## src/rtl/mrns_pkg.sv

```systemverilog
// ----------------------------------------------------------------------------
// mrns_pkg
// Shared types, codes and helpers for the memory region needle scanner.
// ----------------------------------------------------------------------------
package mrns_pkg;

  // Default number of needle slots in the comparator chain
  localparam int unsigned DEF_NEEDLE_SLOTS = 8;

  // Field widths
  localparam int unsigned CMD_W      = 3;
  localparam int unsigned SLOT_IN_W  = 3;
  localparam int unsigned WORD_W     = 64;
  localparam int unsigned MTYPE_W    = 5;
  localparam int unsigned STATUS_W   = 3;
  localparam int unsigned COUNT_W    = 4;
  localparam int unsigned BUDGET_W   = 48;
  localparam int unsigned CFG_ADDR_W = 2;
  localparam int unsigned PAGE_SHIFT = 12;

  // Stream payload widths (whole bytes)
  localparam int unsigned IN_TDATA_W  = 200;
  localparam int unsigned OUT_TDATA_W = 136;

  // Command codes
  localparam logic [CMD_W-1:0] CMD_START = 3'd0;
  localparam logic [CMD_W-1:0] CMD_LOAD  = 3'd1;
  localparam logic [CMD_W-1:0] CMD_DESC  = 3'd2;
  localparam logic [CMD_W-1:0] CMD_DATA  = 3'd3;
  localparam logic [CMD_W-1:0] CMD_STOP  = 3'd4;
  localparam logic [CMD_W-1:0] CMD_FIN   = 3'd5;

  // Configuration register indexes
  localparam logic [CFG_ADDR_W-1:0] CFG_INCL_CONV = 2'd0;
  localparam logic [CFG_ADDR_W-1:0] CFG_NEEDLE_CNT = 2'd1;
  localparam logic [CFG_ADDR_W-1:0] CFG_BUDGET = 2'd2;

  // Configuration reset values
  localparam logic [COUNT_W-1:0]  RST_NEEDLE_CNT = 4'd1;
  localparam logic [BUDGET_W-1:0] RST_BUDGET     = 48'd1073741824;

  // Memory type codes with special handling
  localparam logic [MTYPE_W-1:0] MT_LAST_PLAIN   = 5'd6;
  localparam logic [MTYPE_W-1:0] MT_CONVENTIONAL = 5'd7;
  localparam logic [MTYPE_W-1:0] MT_ACPI_RECLAIM = 5'd9;
  localparam logic [MTYPE_W-1:0] MT_ACPI_NVS     = 5'd10;

  // Result status codes
  typedef enum logic [STATUS_W-1:0] {
    ST_OK        = 3'd0,
    ST_NOT_FOUND = 3'd1,
    ST_BUDGET    = 3'd2,
    ST_SKIPPED   = 3'd3,
    ST_ENDED     = 3'd4,
    ST_IGNORED   = 3'd5
  } status_t;

  // Controller states
  typedef enum logic {
    S_IDLE = 1'b0,
    S_SCAN = 1'b1
  } state_t;

  // Decide whether a descriptor type may be scanned
  function automatic logic type_readable(input logic [MTYPE_W-1:0] mtype,
                                         input logic incl_conv);
    logic ok;
    ok = (mtype <= MT_LAST_PLAIN) || (mtype == MT_ACPI_RECLAIM) ||
         (mtype == MT_ACPI_NVS) || ((mtype == MT_CONVENTIONAL) && incl_conv);
    return ok;
  endfunction

endpackage

```

## src/rtl/mrns_needle_cell.sv

```systemverilog
// ----------------------------------------------------------------------------
// mrns_needle_cell
// One needle slot of the comparator chain: holds a needle, compares the word
// passing by and hands word and first-hit information to the next slot.
// ----------------------------------------------------------------------------
module mrns_needle_cell #(
  parameter int unsigned INDEX  = 0,
  parameter int unsigned SLOT_W = 3
) (
  input  logic                             clk,
  input  logic                             load_en,
  input  logic [mrns_pkg::SLOT_IN_W-1:0]   load_slot,
  input  logic [mrns_pkg::WORD_W-1:0]      load_value,
  input  logic [mrns_pkg::COUNT_W-1:0]     needle_count,
  input  logic [mrns_pkg::WORD_W-1:0]      word_in,
  input  logic                             hit_in,
  input  logic [SLOT_W-1:0]                slot_in,
  output logic [mrns_pkg::WORD_W-1:0]      word_out,
  output logic                             hit_out,
  output logic [SLOT_W-1:0]                slot_out
);

  logic [mrns_pkg::WORD_W-1:0] needle_r;
  logic [mrns_pkg::WORD_W-1:0] word_r;
  logic                        hit_r;
  logic [SLOT_W-1:0]           slot_r;
  logic                        active;
  logic                        hit_nxt;
  logic [SLOT_W-1:0]           slot_nxt;

  // Slot takes part only below the configured count
  assign active = 32'(needle_count) > INDEX;

  // Keep an earlier hit, else report this slot on equality
  always_comb begin
    hit_nxt  = hit_in || (active && (needle_r == word_in));
    slot_nxt = hit_in ? slot_in : SLOT_W'(INDEX);
  end

  // Load the needle for this slot
  always_ff @(posedge clk) begin
    if (load_en && (32'(load_slot) == INDEX)) begin
      needle_r <= load_value;
    end
  end

  // Advance the word one slot per cycle
  always_ff @(posedge clk) begin
    word_r <= word_in;
    hit_r  <= hit_nxt;
    slot_r <= slot_nxt;
  end

  assign word_out = word_r;
  assign hit_out  = hit_r;
  assign slot_out = slot_r;

endmodule

```

## src/rtl/memory_region_needle_scanner.sv

```systemverilog
// ----------------------------------------------------------------------------
// memory_region_needle_scanner
// Command driven scanner that walks memory-map descriptors and looks for
// needle values in the data words of each accepted region.
// ----------------------------------------------------------------------------
// Every command gives exactly one result item. Commands other than a data
// word, and data words that arrive with no region open or after the walk has
// ended, post their result into the result register directly. A data word
// inside an open region travels down the chain of NEEDLE_SLOTS comparator
// slots, one slot per cycle, and no item is accepted until its result is
// posted. An item is accepted only while the block is idle and the result
// register is free or being drained. Needle slots hold no value after reset
// until loaded; no clearing pass is run.
module memory_region_needle_scanner #(
  parameter int unsigned NEEDLE_SLOTS = mrns_pkg::DEF_NEEDLE_SLOTS
) (
  input  logic                                 clk,
  input  logic                                 rst_n,
  // Configuration write port
  input  logic                                 cfg_we,
  input  logic [mrns_pkg::CFG_ADDR_W-1:0]      cfg_addr,
  input  logic [mrns_pkg::BUDGET_W-1:0]        cfg_wdata,
  // Command input
  input  logic                                 in_tvalid,
  output logic                                 in_tready,
  // slot[2:0], word_value[66:3], mem_type[71:67], region_base[135:72],
  // page_count[199:136]
  input  logic [mrns_pkg::IN_TDATA_W-1:0]      in_tdata,
  // command[2:0]
  input  logic [mrns_pkg::CMD_W-1:0]           in_tuser,
  // Result output
  output logic                                 out_tvalid,
  input  logic                                 out_tready,
  // match[0], match_address[64:1], match_slot[67:65], bytes_scanned[131:68],
  // zero fill[135:132]
  output logic [mrns_pkg::OUT_TDATA_W-1:0]     out_tdata,
  // status[2:0]
  output logic [mrns_pkg::STATUS_W-1:0]        out_tuser,
  // region_done
  output logic                                 out_tlast
);

  localparam int unsigned SLOT_W = (NEEDLE_SLOTS > 1) ? $clog2(NEEDLE_SLOTS) : 1;
  localparam int unsigned WW     = mrns_pkg::WORD_W;

  // Input fields
  logic [mrns_pkg::CMD_W-1:0]     in_cmd;
  logic [mrns_pkg::SLOT_IN_W-1:0] in_slot;
  logic [WW-1:0]                  in_word;
  logic [mrns_pkg::MTYPE_W-1:0]   in_mtype;
  logic [WW-1:0]                  in_base;
  logic [WW-1:0]                  in_pages;
  logic                           acc;

  assign in_cmd   = in_tuser;
  assign in_slot  = in_tdata[2:0];
  assign in_word  = in_tdata[66:3];
  assign in_mtype = in_tdata[71:67];
  assign in_base  = in_tdata[135:72];
  assign in_pages = in_tdata[199:136];

  // Configuration registers
  logic                              incl_conv_r;
  logic [mrns_pkg::COUNT_W-1:0]      needle_cnt_r;
  logic [mrns_pkg::BUDGET_W-1:0]     scan_budget_r;

  // Walk state
  mrns_pkg::state_t                  state_r, state_nxt;
  logic [SLOT_W-1:0]                 scan_cnt_r, scan_cnt_nxt;
  logic [WW-1:0]                     scan_offset_r, scan_offset_nxt;
  logic [WW-1:0]                     region_end_r, region_end_nxt;
  logic                              region_open_r, region_open_nxt;
  logic [WW-1:0]                     scanned_total_r, scanned_total_nxt;
  logic                              any_match_r, any_match_nxt;
  logic                              pass_halted_r, pass_halted_nxt;
  logic [WW-1:0]                     pend_addr_r, pend_addr_nxt;
  logic                              pend_done_r, pend_done_nxt;

  // Result register
  logic                              out_valid_r, out_valid_nxt;
  mrns_pkg::status_t                 out_status_r, out_status_nxt;
  logic                              out_match_r, out_match_nxt;
  logic [WW-1:0]                     out_addr_r, out_addr_nxt;
  logic [mrns_pkg::SLOT_IN_W-1:0]    out_slot_r, out_slot_nxt;
  logic                              out_done_r, out_done_nxt;
  logic [WW-1:0]                     out_bytes_r, out_bytes_nxt;

  // Descriptor arithmetic
  logic [WW-1:0]                     span;
  logic                              pages_big;
  logic [WW:0]                       end_sum;
  logic [WW:0]                       total_sum;
  logic                              budget_used;
  logic [WW-1:0]                     offset_step;
  logic                              load_en;

  // Comparator chain links
  logic [WW-1:0]                     link_word [NEEDLE_SLOTS+1];
  logic                              link_hit  [NEEDLE_SLOTS+1];
  logic [SLOT_W-1:0]                 link_slot [NEEDLE_SLOTS+1];
  logic [WW-1:0]                     last_slot_ext;

  assign in_tready = (state_r == mrns_pkg::S_IDLE) && (!out_valid_r || out_tready);
  assign acc       = in_tvalid && in_tready;
  assign load_en   = acc && (in_cmd == mrns_pkg::CMD_LOAD);

  assign span        = {in_pages[WW-mrns_pkg::PAGE_SHIFT-1:0], {mrns_pkg::PAGE_SHIFT{1'b0}}};
  assign pages_big   = |in_pages[WW-1:WW-mrns_pkg::PAGE_SHIFT];
  assign end_sum     = {1'b0, in_base} + {1'b0, span};
  assign total_sum   = {1'b0, scanned_total_r} + {1'b0, span};
  assign budget_used = scanned_total_r >= {{(WW-mrns_pkg::BUDGET_W){1'b0}}, scan_budget_r};
  assign offset_step = scan_offset_r + WW'(8);

  // Feed the chain head
  assign link_word[0] = in_word;
  assign link_hit[0]  = 1'b0;
  assign link_slot[0] = '0;

  // Build the comparator chain
  for (genvar g = 0; g < NEEDLE_SLOTS; g++) begin : g_slot
    mrns_needle_cell #(
      .INDEX  (g),
      .SLOT_W (SLOT_W)
    ) u_slot (
      .clk          (clk),
      .load_en      (load_en),
      .load_slot    (in_slot),
      .load_value   (in_word),
      .needle_count (needle_cnt_r),
      .word_in      (link_word[g]),
      .hit_in       (link_hit[g]),
      .slot_in      (link_slot[g]),
      .word_out     (link_word[g+1]),
      .hit_out      (link_hit[g+1]),
      .slot_out     (link_slot[g+1])
    );
  end

  assign last_slot_ext = WW'(link_slot[NEEDLE_SLOTS]);

  // Configuration writes
  always_ff @(posedge clk) begin
    if (!rst_n) begin
      incl_conv_r   <= 1'b0;
      needle_cnt_r  <= mrns_pkg::RST_NEEDLE_CNT;
      scan_budget_r <= mrns_pkg::RST_BUDGET;
    end else if (cfg_we) begin
      unique case (cfg_addr)
        mrns_pkg::CFG_INCL_CONV:  incl_conv_r   <= cfg_wdata[0];
        mrns_pkg::CFG_NEEDLE_CNT: needle_cnt_r  <= cfg_wdata[mrns_pkg::COUNT_W-1:0];
        mrns_pkg::CFG_BUDGET:     scan_budget_r <= cfg_wdata;
        default: ;
      endcase
    end
  end

  // Next state and result
  always_comb begin
    state_nxt         = state_r;
    scan_cnt_nxt      = scan_cnt_r;
    scan_offset_nxt   = scan_offset_r;
    region_end_nxt    = region_end_r;
    region_open_nxt   = region_open_r;
    scanned_total_nxt = scanned_total_r;
    any_match_nxt     = any_match_r;
    pass_halted_nxt   = pass_halted_r;
    pend_addr_nxt     = pend_addr_r;
    pend_done_nxt     = pend_done_r;
    out_valid_nxt     = out_valid_r && !out_tready;
    out_status_nxt    = out_status_r;
    out_match_nxt     = out_match_r;
    out_addr_nxt      = out_addr_r;
    out_slot_nxt      = out_slot_r;
    out_done_nxt      = out_done_r;
    out_bytes_nxt     = out_bytes_r;

    unique case (state_r)
      mrns_pkg::S_IDLE: begin
        if (acc) begin
          out_valid_nxt  = 1'b1;
          out_status_nxt = mrns_pkg::ST_IGNORED;
          out_match_nxt  = 1'b0;
          out_addr_nxt   = '0;
          out_slot_nxt   = '0;
          out_done_nxt   = 1'b0;
          unique case (in_cmd)
            mrns_pkg::CMD_START: begin
              scan_offset_nxt   = '0;
              region_end_nxt    = '0;
              region_open_nxt   = 1'b0;
              scanned_total_nxt = '0;
              any_match_nxt     = 1'b0;
              pass_halted_nxt   = 1'b0;
              out_status_nxt    = mrns_pkg::ST_OK;
            end
            mrns_pkg::CMD_LOAD: begin
              if (32'(in_slot) < NEEDLE_SLOTS) begin
                out_status_nxt = mrns_pkg::ST_OK;
              end
            end
            mrns_pkg::CMD_DESC: begin
              priority if (pass_halted_r) begin
                out_status_nxt = mrns_pkg::ST_ENDED;
              end else if (budget_used) begin
                out_status_nxt = mrns_pkg::ST_BUDGET;
              end else if (!mrns_pkg::type_readable(in_mtype, incl_conv_r) ||
                           pages_big || end_sum[WW]) begin
                out_status_nxt = mrns_pkg::ST_SKIPPED;
              end else begin
                scanned_total_nxt = total_sum[WW] ? '1 : total_sum[WW-1:0];
                region_open_nxt   = |in_pages;
                scan_offset_nxt   = in_base;
                region_end_nxt    = end_sum[WW-1:0];
                out_status_nxt    = mrns_pkg::ST_OK;
              end
            end
            mrns_pkg::CMD_DATA: begin
              if (pass_halted_r) begin
                out_status_nxt = mrns_pkg::ST_ENDED;
              end else if (region_open_r) begin
                // Send the word down the chain; result comes out at its end
                out_valid_nxt = 1'b0;
                pend_addr_nxt = scan_offset_r;
                pend_done_nxt = (offset_step == region_end_r);
                if (offset_step == region_end_r) begin
                  region_open_nxt = 1'b0;
                end else begin
                  scan_offset_nxt = offset_step;
                end
                scan_cnt_nxt = '0;
                state_nxt    = mrns_pkg::S_SCAN;
              end
            end
            mrns_pkg::CMD_STOP: begin
              pass_halted_nxt = 1'b1;
              region_open_nxt = 1'b0;
              out_status_nxt  = mrns_pkg::ST_OK;
            end
            mrns_pkg::CMD_FIN: begin
              pass_halted_nxt = 1'b1;
              region_open_nxt = 1'b0;
              priority if (budget_used) begin
                out_status_nxt = mrns_pkg::ST_BUDGET;
              end else if (any_match_r) begin
                out_status_nxt = mrns_pkg::ST_OK;
              end else begin
                out_status_nxt = mrns_pkg::ST_NOT_FOUND;
              end
            end
            default: ;
          endcase
          out_bytes_nxt = scanned_total_nxt;
        end
      end
      mrns_pkg::S_SCAN: begin
        if (scan_cnt_r == SLOT_W'(NEEDLE_SLOTS - 1)) begin
          // Chain end reached: post the word's result
          out_valid_nxt  = 1'b1;
          out_status_nxt = mrns_pkg::ST_OK;
          out_match_nxt  = link_hit[NEEDLE_SLOTS];
          out_addr_nxt   = link_hit[NEEDLE_SLOTS] ? pend_addr_r : '0;
          out_slot_nxt   = link_hit[NEEDLE_SLOTS] ?
                           last_slot_ext[mrns_pkg::SLOT_IN_W-1:0] : '0;
          out_done_nxt   = pend_done_r;
          out_bytes_nxt  = scanned_total_r;
          any_match_nxt  = any_match_r || link_hit[NEEDLE_SLOTS];
          state_nxt      = mrns_pkg::S_IDLE;
        end else begin
          scan_cnt_nxt = scan_cnt_r + SLOT_W'(1);
        end
      end
      default: state_nxt = mrns_pkg::S_IDLE;
    endcase
  end

  // Control registers
  always_ff @(posedge clk) begin
    if (!rst_n) begin
      state_r         <= mrns_pkg::S_IDLE;
      scan_cnt_r      <= '0;
      scan_offset_r   <= '0;
      region_end_r    <= '0;
      region_open_r   <= 1'b0;
      scanned_total_r <= '0;
      any_match_r     <= 1'b0;
      pass_halted_r   <= 1'b0;
      out_valid_r     <= 1'b0;
    end else begin
      state_r         <= state_nxt;
      scan_cnt_r      <= scan_cnt_nxt;
      scan_offset_r   <= scan_offset_nxt;
      region_end_r    <= region_end_nxt;
      region_open_r   <= region_open_nxt;
      scanned_total_r <= scanned_total_nxt;
      any_match_r     <= any_match_nxt;
      pass_halted_r   <= pass_halted_nxt;
      out_valid_r     <= out_valid_nxt;
    end
  end

  // Payload registers
  always_ff @(posedge clk) begin
    pend_addr_r  <= pend_addr_nxt;
    pend_done_r  <= pend_done_nxt;
    out_status_r <= out_status_nxt;
    out_match_r  <= out_match_nxt;
    out_addr_r   <= out_addr_nxt;
    out_slot_r   <= out_slot_nxt;
    out_done_r   <= out_done_nxt;
    out_bytes_r  <= out_bytes_nxt;
  end

  // Drive the result channel
  assign out_tvalid = out_valid_r;
  assign out_tuser  = out_status_r;
  assign out_tlast  = out_done_r;
  assign out_tdata  = {4'b0000, out_bytes_r, out_slot_r, out_addr_r, out_match_r};

  // A word inside an open region always enters the chain
  a_data_enters_chain: assert property (@(posedge clk) disable iff (!rst_n)
    (acc && (in_cmd == mrns_pkg::CMD_DATA) && region_open_r && !pass_halted_r)
      |=> (state_r == mrns_pkg::S_SCAN))
    else $error("open-region data word did not enter the comparator chain");

  // No result is pending while a word is in the chain
  a_scan_out_empty: assert property (@(posedge clk) disable iff (!rst_n)
    (state_r == mrns_pkg::S_SCAN) |-> !out_valid_r)
    else $error("result register busy during chain scan");

  // Open region always has at least one word left
  a_region_nonempty: assert property (@(posedge clk) disable iff (!rst_n)
    region_open_r |-> (scan_offset_r != region_end_r))
    else $error("open region has no words left");

  // Ended walk never keeps a region open
  a_halt_closes: assert property (@(posedge clk) disable iff (!rst_n)
    pass_halted_r |-> !region_open_r)
    else $error("region open after walk ended");

  // Matches are reported only with an ok status
  a_match_ok: assert property (@(posedge clk) disable iff (!rst_n)
    (out_valid_r && out_match_r) |-> (out_status_r == mrns_pkg::ST_OK))
    else $error("match reported with non-ok status");

endmodule

```

## config.mk

```make
export PLATFORM = sky130hd
export DESIGN_NAME = memory_region_needle_scanner
export DESIGN_NICKNAME = d
export VERILOG_FILES = /design/src/rtl/mrns_pkg.sv /design/src/rtl/mrns_needle_cell.sv /design/src/rtl/memory_region_needle_scanner.sv
export SDC_FILE = /design/constraint.sdc
export NUM_CORES = 2
export LEC_CHECK = 0
export BUFFER_PORTS_ARGS = -buffer_cell sky130_fd_sc_hd__buf_2
export CAP_MARGIN = 20
export CELL_PAD_IN_SITES_DETAIL_PLACEMENT = 1
export CELL_PAD_IN_SITES_GLOBAL_PLACEMENT = 1
export CORE_MARGIN = 2
export CORE_UTILIZATION = 53
export CTS_CLUSTER_SIZE = 10
export DETAILED_ROUTE_END_ITERATION = 12
export PLACE_DENSITY = 0.84
export SLEW_MARGIN = 25
export SYNTH_ARGS = -nofsm -noshare
export SYNTH_HDL_FRONTEND = slang
export SYNTH_SLANG_ARGS = --single-unit
```

## constraint.sdc

```tcl
create_clock -name clk -period 14.34 [get_ports clk]
set_input_delay 1.434 -clock clk [delete_from_list [all_inputs] [get_ports clk]]
set_output_delay 1.434 -clock clk [all_outputs]
set_load 0.01 [all_outputs]
```

==> qor.txt <==
Syn Std Cell Area = 59100 sq um
Via density = 6.35
Place WS = 8.27 ns
fraction of layout instances using a drive strength above 1 = 12.5%
number of nets with antenna violations after routing = 0
Critical path origin = scan_offset_r[3]$_SDFFE_PN0P_
R2R Path Start = scan_offset_r[3]$_SDFFE_PN0P_
Non-Filler Instances = 7106
MaxCap Viol Count = 0
Post-Route Utilization = 61.0%
Core Rows = 122
I/O Buffers = 395
Area growth, synth to finish = 14.3%
DR iter-0 viols = 4428
Synth warnings = 0
ys async rst share = 0%
Root Buffer = clkbuf_16
RSZ-0062 raised after global routing = false
flop2flop setup slack = 8.30 ns
fillers = 11188
outcome = finished, final reports clean
crit path cell chain = ha_1 > and3_1 > nand4_2 > or4_1 > or4_4 > xnor2_1 > o2111a_1 > nand4_1 > nor4_2 > buf_4 > o31a_2 > buf_4 > buf_4 > a2111oi_0 > a31o_1
delay-heaviest family, CP = simple AND/OR/NAND/NOR gates
largest family of logic cells by synthesized area = simple AND/OR/NAND/NOR gates
fin worst setup slack = 8.30 ns
Pleak = 25.0 nW
final period utilization = 42.1%
hold buffers post-CTS = 0
Max Clock Freq = 165 MHz
Setup Skew = 0.0620 ns
number of synthesized register bits = 1439
Synth Area in Compound Gates = 11.2%
CTS tree = yes
PwrDens = 135 nW/um^2
mux cell area share after synthesis = 0.292%
Post-Synth Simple-Gate Area = 12.2%
number of global-route vias before repair = 46123
Placed Area = 62500 sq um
Seq pwr share = 49.4%
worst hold path type = flip-flop to flip-flop
Core Region = 111000 sq um
drt pass-1 iters = 6
syn_area_per_cell = 11.6 sq um
post-DP HPWL = 164 mm
Clock Tree Buf Depth = 3
Largest stage delay, worst path = 0.73 ns
sequential fraction of the synthesis area = 60.8%
Worst-path clk slew = 0.06 ns
Slew HR = 22.6%
GRT Util Overall = 40.2%
Placer Congestion = 1.00
CP arrival = 6.74 ns
cells after synthesis = 5076
XOR/XNOR Fraction of Synth Area = 9.49%
die span in y = 338 microns
ys flop type = dfxtp_1
Setup TNS = 0 ns
remaining global-route overflow = 0
switching power = 2.28 mW
initial antenna violation count = 13
Top Ports = 400
Reg-to-Reg End = scan_offset_r[54]$_SDFFE_PN0P_
Comb power frac = 6.7%
synthesized-area fraction occupied by adder cells = 3.35%
CP max FO = 61
Post-route DRC = 0
hold slack final = 0.335 ns
Int Pwr = 6.82 mW
CTS buffer count = 165
drt wl/cell = 32.6 microns
worst slew pin tran = 1.15 ns
CP Data Required Time = 15.04 ns
crit path capture = scan_offset_r[54]$_SDFFE_PN0P_
first-pass GRT wire length = 327 mm
clk_lat worst skew = 0.82 ns
Slowest-stage cell, CP = or4_1
via count = 45138
starting density of the core = 53.4%
post-cts sizing count = 0
Inst Count DP = 6789
clk sinks = 1439
largest net degree at the start of global routing = 91
Final #Nets = 5883
R2R cell count = 15
EDFF count, synth = 713
Hold Vio Cnt, Final = 0
Switching Fraction = 25.1%
Setup Fix Bufs, Post-CTS = 0
maximum VDD drop = 0.000119 V
total die area = 114000 sq um
Most common cell on crit path = buf_4
CP endpoint kind = flip-flop
die width = 338 microns
Levels on crit path = 15
Routed WL = 232 mm
CP Launch Type = flip-flop
Tmin final = 6.04 ns
Final Max Tran Viols = 0
crit path buf inv count = 3
Synth cell types = 98
Post-Layout Inst Area = 67500 sq um
H-Tree Depth = 4
# setup viols final = 0
PnR Total Power = 9.10 mW
kind of critical path = flip-flop to flip-flop
Clk pwr share = 43.9%
## power by group through the flow
stage	clock (mW)	combinational [mW]	sequential (mW)
final	4.00	0.608	4.50
after global routing	4.17	0.633	4.50
after CTS	4.02	0.593	4.50
after detailed placement	0	0.580	4.57
after global placement	0	0.566	4.56
after floorplan	0	0.295	4.55
## cells in the final DEF (no fill, tap or decap), types with 12 or more instances in the layout
cell,synthesis,final
nand2_1,401,399
a221oi_1,16,16
a31oi_1,24,24
dfxtp_1,726,724
xor2_1,232,230
or3_1,20,20
a2bb2oi_1,18,18
a22oi_1,30,30
and2_1,34,34
a21o_1,64,64
o22ai_1,27,27
nand4_1,140,140
ha_1,155,155
o211ai_1,31,31
o32ai_1,33,33
nor3_1,97,93
xnor2_1,400,399
o31ai_1,24,24
clkbuf_16,0,167
buf_2,23,394
clkbuf_1,167,118
a211oi_1,26,26
a21oi_1,328,326
nor2b_1,24,24
a2111oi_0,26,24
mux2i_1,15,15
and4_1,18,18
nor2_1,270,261
and3_1,88,88
o2111ai_1,12,12
nand3_1,108,108
o21a_1,27,27
nand2b_1,40,40
edfxtp_1,713,713
inv_1,163,161
o21ai_0,197,197
nor4_1,119,117
a22o_1,16,16
buf_4,17,44
## worst min path at each step
stage / cells past startpoint / startpoint / endpoint
after floorplan: 0 / g_slot[2].u_slot.word_out[10]$_DFF_P_ / g_slot[3].u_slot.word_out[10]$_DFF_P_
after CTS: 0 / g_slot[4].u_slot.word_out[16]$_DFF_P_ / g_slot[5].u_slot.word_out[16]$_DFF_P_
after detailed placement: 0 / g_slot[5].u_slot.word_out[7]$_DFF_P_ / g_slot[6].u_slot.word_out[7]$_DFF_P_
after global routing: 0 / g_slot[4].u_slot.word_out[16]$_DFF_P_ / g_slot[5].u_slot.word_out[16]$_DFF_P_
after global placement: 0 / g_slot[3].u_slot.word_out[3]$_DFF_P_ / g_slot[4].u_slot.word_out[3]$_DFF_P_
final: 0 / g_slot[4].u_slot.word_out[16]$_DFF_P_ / g_slot[5].u_slot.word_out[16]$_DFF_P_
## worst register-to-register path: cells and delay by family, from the launching register on
kind            cells  cell delay (ns)
fa+ha+maj           1             0.33
simple gates        6             2.44
buf+inv             3             1.34
compound gates      4             0.92
flops               1             0.53
xor+xnor            1             0.38
## area by class of cell
cell class                      instances  area (sq um)  share of cell area [%]
Antenna cell                            8          20.0                  0.0297
Clock buffer                          289          4680                    6.93
Clock inverter                         20           315                   0.467
Inverter                              163           617                   0.914
Multi-Input combinational cell       3261         21800                    32.2
Sequential cell                      1439         35900                    53.2
Tap cell                             1488          1860                    2.76
Timing Repair Buffer                  438          2300                    3.41
## state kept, by name, summed over array words and instances (netlist names), 4 cells and up
signal                  count
scan_budget_r              48
pend_addr_r                64
out_bytes_r                64
scan_offset_r              64
out_addr_r                 64
region_end_r               64
g_slot.u_slot.word_out    448
needle_cnt_r                4
g_slot.u_slot.needle_r    512
g_slot.u_slot.hit_out       8
scanned_total_r            64
g_slot.u_slot.slot_out     17
## kinds of logic after synthesis
kind of cell             count (synthesis)
adder cells (fa/ha/maj)                157
XOR/XNOR                               635
multiplexers                            17
AND/OR/NAND/NOR                       1429
buffers and inverters                  379
other                                    1
AO/OA/AOI/OAI                         1019
flip-flops                            1439
## routing by layer
layer	track usage (%)	up-vias	share of wire, %
met3	7.69	789	7.7
li1	-	19340	-
met1	46.4	22599	36
met4	32.9	6	9.6
met5	0	-	0.017
met2	65.4	2404	47
## cell usage after synthesis, types with 33 or more instances
cell | count | area, sq um
o21ai_0 | 197 | 986
ha_1 | 155 | 1940
inv_1 | 163 | 612
o32ai_1 | 33 | 289
nand4_1 | 140 | 876
nand2_1 | 401 | 1510
a21oi_1 | 328 | 1640
nor4_1 | 119 | 744
edfxtp_1 | 713 | 21400
nand3_1 | 108 | 541
a21o_1 | 64 | 480
and3_1 | 88 | 551
xnor2_1 | 400 | 3500
nor3_1 | 97 | 485
dfxtp_1 | 726 | 14500
nor2_1 | 270 | 1010
and2_1 | 34 | 213
xor2_1 | 232 | 2030
nand2b_1 | 40 | 250
clkbuf_1 | 167 | 627
(Power assumes the default switching activity.)
